<file path="src/hdl/qcg_pkg.sv">
`default_nettype none
// ----------------------------------------------------------------------------
// qcg_pkg
// Shared constants and types of the quadratic congruential bit generator:
// the fixed reset seed, operation codes, controller states and the control
// bundle of the bit-serial multiplier.
// ----------------------------------------------------------------------------
package qcg_pkg;

   localparam int STATE_BITS_DEFAULT = 512;
   localparam int WORD_BITS          = 64;
   localparam int MAX_STATE_BITS     = 1024;

   // fixed seed, zero extended; a narrower state keeps its low words
   localparam logic [MAX_STATE_BITS-1:0] SEED_VALUE = {
      512'd0,
      64'h7844506a9456c564, 64'hb8b8538e0cc15aff,
      64'h46c95e69600f084f, 64'h0657c2401b3c2447,
      64'h34b62ea9bb95be49, 64'h23b9b7e84eeaf1a2,
      64'h24894ef0328d44bc, 64'h3eb3e983644da3f5
   };

   localparam logic OP_ADVANCE = 1'b0;
   localparam logic OP_SEED    = 1'b1;

   typedef enum logic [1:0] {
      ST_IDLE,
      ST_CALC,
      ST_EMIT
   } fsm_type;

   typedef struct packed {
      logic clear;
      logic step;
   } mult_ctrl_type;

endpackage
`default_nettype wire

</file>
<file path="src/hdl/qcg_serial_mult.sv">
`default_nettype none
// ----------------------------------------------------------------------------
// qcg_serial_mult
// Serial-parallel multiplier with a carry-save accumulator. The parallel
// operand is held outside; while step is set the serial operand enters one
// bit per cycle, least significant first, and one product bit leaves per
// cycle. A clear presets the accumulator to one, so bits are those of x*b+1.
// ----------------------------------------------------------------------------
module qcg_serial_mult #(
   parameter int WIDTH = qcg_pkg::STATE_BITS_DEFAULT
) (
   input  wire                         clock,
   input  wire qcg_pkg::mult_ctrl_type ctrl,
   input  wire  [WIDTH-1:0]            x,
   input  wire                         b_bit,
   output logic                        prod_bit
);

   logic [WIDTH-1:0] sum_ff, sum_in;
   logic [WIDTH-1:0] carry_ff, carry_in;
   logic [WIDTH-1:0] pp;
   logic [WIDTH-1:0] t;
   logic [WIDTH-1:0] u;

   always_comb begin
      pp       = x & {WIDTH{b_bit}};
      t        = sum_ff ^ carry_ff ^ pp;
      u        = (sum_ff & carry_ff) | (sum_ff & pp) | (carry_ff & pp);
      prod_bit = t[0];
      sum_in   = sum_ff;
      carry_in = carry_ff;
      if (ctrl.clear) begin
         sum_in   = '0;
         carry_in = WIDTH'(1);
      end else if (ctrl.step) begin
         // halve the accumulator after the low bit has left
         sum_in   = {1'b0, t[WIDTH-1:1]};
         carry_in = u;
      end
   end

   always_ff @(posedge clock) begin
      sum_ff   <= sum_in;
      carry_ff <= carry_in;
   end

endmodule
`default_nettype wire

</file>
<file path="config.mk">
export PLATFORM = sky130hd
export DESIGN_NAME = qcg_serial_mult
export DESIGN_NICKNAME = d
export VERILOG_FILES = /design/src/hdl/qcg_pkg.sv /design/src/hdl/qcg_serial_mult.sv
export SDC_FILE = /design/constraint.sdc
export NUM_CORES = 2
export LEC_CHECK = 0
export ABC_AREA = 1
export BUFFER_PORTS_ARGS = -buffer_cell sky130_fd_sc_hd__buf_2
export CAP_MARGIN = 40
export CELL_PAD_IN_SITES_DETAIL_PLACEMENT = 2
export CELL_PAD_IN_SITES_GLOBAL_PLACEMENT = 2
export CORE_MARGIN = 1.5
export CORE_UTILIZATION = 34
export CTS_BUF_LIST = sky130_fd_sc_hd__clkbuf_16
export DETAILED_ROUTE_END_ITERATION = 8
export GPL_ROUTABILITY_DRIVEN = 0
export PLACE_DENSITY = 0.84
export SYNTH_ARGS = -nofsm -noshare
export SYNTH_HDL_FRONTEND = slang
export SYNTH_SLANG_ARGS = --single-unit
</file>
<file path="constraint.sdc">
create_clock -name clock -period 2.2 [get_ports clock]
set_input_delay 0.33 -clock clock [delete_from_list [all_inputs] [get_ports clock]]
set_output_delay 0.33 -clock clock [all_outputs]
set_load 0.05 [all_outputs]
</file>
==> reports/qor.csv <==
stage,metric,value,unit
worst_hold_path,sink of the worst hold path,sum_ff[319],
grt,global routing usage on met1,23.58,%
clock_network,CTS H-tree depth,4,
timing,Hold Slack,76.45,ps
floorplan,core area,158900,um^2
timing,fin crit share,99.53,%
setup_path,flop-to-flop setup slack,840,ps
grt,total track usage,20.82,%
route,Post-DRT Antenna Nets,0,
synth,Simple-Gate Fraction of Synth Area,31.67,%
grt,first-pass GRT wire length,272900,um
pwr,Lkg Pwr,0.02931,uW
job,max cap viols,0,
route,TritonRoute pass-1 iters,4,
pwr,Peak VDD IR,721.2,uV
setup_path,Crit path largest cell delay,540,ps
setup_path,crit-path cells,inv_2 > fa_1 > inv_2 > buf_8,
place,Port Buf Inserts,516,
synth,Mapped Avg Cell Area,7.212,um^2
pwr,Reg power frac,41.6,%
worst_hold_path,Hold Crit Class,primary input to flop,
synth,synth unique cells,13,
place,HPWL after DPL,115600,um
pwr,combinational group share of total power,16.8,%
pwr,Pwr Density,793.6,nW/um^2
synth,cells after synthesis,7565,
grt,routing usage on met2,39.38,%
timing,TNS Setup,0,ps
pwr,Clock Power Share,41.6,%
timing,"Hold Violations, Final",0,
floorplan,Die X,403.6,um
setup_path,CP Class,flop to primary output,
synth,Syn Nets,8593,
setup_path,cell depth of the worst flop-to-flop path,5,
setup_path,Worst EP required,1870,ps
floorplan,Die Y,403.6,um
cells_and_area,Total Nets Final,8988,
synth,largest family of logic cells by synthesized area,simple AND/OR/NAND/NOR gates,
place,pre-CTS setup slack,211.0,ps
pwr,Total Power,50120,uW
grt,GRT overflow,0,
cells_and_area,layout cells sized above 1,10.34,%
clock_network,clock-pin slew on the worst setup and hold paths,60,ps
route,Post-Route WL,168400,um
worst_hold_path,hold path depth,6,
synth,synthesized cell area,54560,um^2
timing,maximum clock rate,456.7,MHz
floorplan,Die Footprint,162900,um^2
setup_path,slowest cell on the critical path,fa_1,
grt,grt peak-use layer,met2,
pwr,Switch Pwr,14800,uW
setup_path,crit path launch type,flop,
timing,RSZ-0062 raised after global routing,true,
setup_path,worst r2r src,sum_ff[258],
clock_network,worst skew pair latency,740,ps
floorplan,Ports,517,
timing,post-route minimum period,2190,ps
cells_and_area,register area,20480,um^2
grt,initial antenna violation count,47,
setup_path,Critical Path Sink Type,primary output,
floorplan,Cell Rows,146,
pwr,Power Internal,35320,uW
cells_and_area,synthesis-to-layout area growth,15.77,%
timing,"Slew Viols, Final",0,
synth,mux share of post-synthesis cell area,0,%
clock_network,clock buffer count from CTS,130,
timing,Slew headroom,59.61,%
cells_and_area,"commonest non-fill, non-tap cells in the layout","nand2_1 (2,558), nor2_1 (2,044), inv_1 (1,062)",
timing,skew final,30.83,ps
route,via count,46120,
pwr,switch share,29.53,%
route,# DRC,0,
clock_network,clk sinks,1023,
timing,fin worst setup slack,10.36,ps
cells_and_area,area taken by multi-input logic gates,27520,um^2
clock_network,CTS tree,yes,
timing,Finish-stage setup viols,0,
clock_network,Clock Path Buffers,3,
floorplan,Starting Density,34.33,%
synth,Syn. warnings,0,
cells_and_area,final core occ,39.74,%
clock_network,CTS root buffer,clkbuf_16,
route,DR vias/cell,4.548,
route,WL/cell,16.60,um
synth,adder-cell share of the synthesized area,18.77,%
grt,vias in the first global route,52660,
setup_path,Worst Path Arrival,1860,ps
setup_path,Crit Path Max Fanout,2,
cells_and_area,"most common cell after layout, fill and taps aside",nand2_1,
synth,register area share after synthesis,37.54,%
synth,post-synthesis xor/xnor area fraction,0,%
outcome,outcome,"complete, no violations",
setup_path,FF-to-FF End,sum_ff[257],
grt,largest net degree at the start of global routing,106,
synth,Synth Area in Compound Gates,0,%
route,Iter 0 DRT Violations,1643,
grt,GRT met3 Usage,3.359,%
timing,Worst Tran Pin Value,605.8,ps
synth,Seq cells post-synth,1023,
cells_and_area,Fillers,18620,
setup_path,Crit path top cell by count,inv_2,
worst_hold_path,Hold Crit Start,x[320],
==> registers in the layout, summed over array words and instances (netlist names) <==
signal and flops:
sum_ff 511, carry_ff 512
==> stage by stage <==
stage	instance area, um^2	instances
2_1_floorplan	54560	7565
3_3_place_gp	59020	9898
3_5_place_dp	59020	9898
4_1_cts	63120	10130
5_1_grt	63150	10140
6_report	63160	10140
==> routing by layer <==
layer | wire length (um) | up-vias
met2 | 88950 | 571
met4 | 5356 | 42
met3 | 5215 | 318
li1 | - | 22270
met1 | 68570 | 22930
met5 | 276 | -
==> timing repair <==
action                                  4_1_cts  5_1_grt
pin swaps                                     1        0
buffers inserted                              1        0
endpoints found under the setup margin        1        1
hold buffers                                  1        0
resized for setup                             7        0
hold endpoints to repair                      6        0
==> critical path: cells and delay by family, from the launching register on <==
kind	cells	cell delay, ps
DFF	1	330
buffers and inverters	3	240
adders and majority gates	1	540
==> cells in the mapped netlist <==
library cell / number / area, um^2
nor2_1: 2044 / 7672
dfxtp_1: 1023 / 20480
clkbuf_1: 24 / 90.09
buf_2: 247 / 1236
fa_1: 511 / 10230
inv_1: 1028 / 3859
nand2_1: 2558 / 9602
inv_2: 1 / 3.750
buf_4: 11 / 82.58
buf_1: 3 / 11.26
nand3_1: 1 / 5.000
buf_6: 113 / 1272
ha_1: 1 / 12.51
==> worst max-delay path by stage <==
stage	start	end	slack, ps	cells past startpoint
2_1_floorplan	b_bit	prod_bit	160	6
3_3_place_gp	b_bit	sum_ff[273]	220	8
3_5_place_dp	b_bit	sum_ff[243]	210	8
4_1_cts	carry_ff[0]	prod_bit	-80	4
5_1_grt	carry_ff[0]	prod_bit	-80	4
6_report	carry_ff[0]	prod_bit	10	4
==> logic make-up after synthesis <==
kind of cell | count (synthesis)
and+or+nand+nor | 4603
DFF | 1023
adders and majority gates | 512
buffers and inverters | 1427
==> final cells by class <==
| class | count | area share (%) |
|---|---|---|
| multi-input cells | 5115 | 43.58 |
| flip-flops and latches | 1023 | 32.43 |
| repair buffers | 661 | 7.259 |
| inverters | 1029 | 6.127 |
| clock buffers | 135 | 5.349 |
| well taps | 2072 | 4.105 |
| clock inverters | 92 | 1.099 |
| diodes | 14 | 0.05547 |
==> power groups by stage <==
stage | registers [uW] | logic [uW] | clock network, uW
floorplan | 21000 | 5850 | 0
global placement | 21100 | 7600 | 0
detailed placement | 21200 | 8310 | 0
CTS | 20900 | 8690 | 21600
global route | 21000 | 9880 | 22300
finish | 20800 | 8420 | 20900
(Power assumes the default switching activity.)
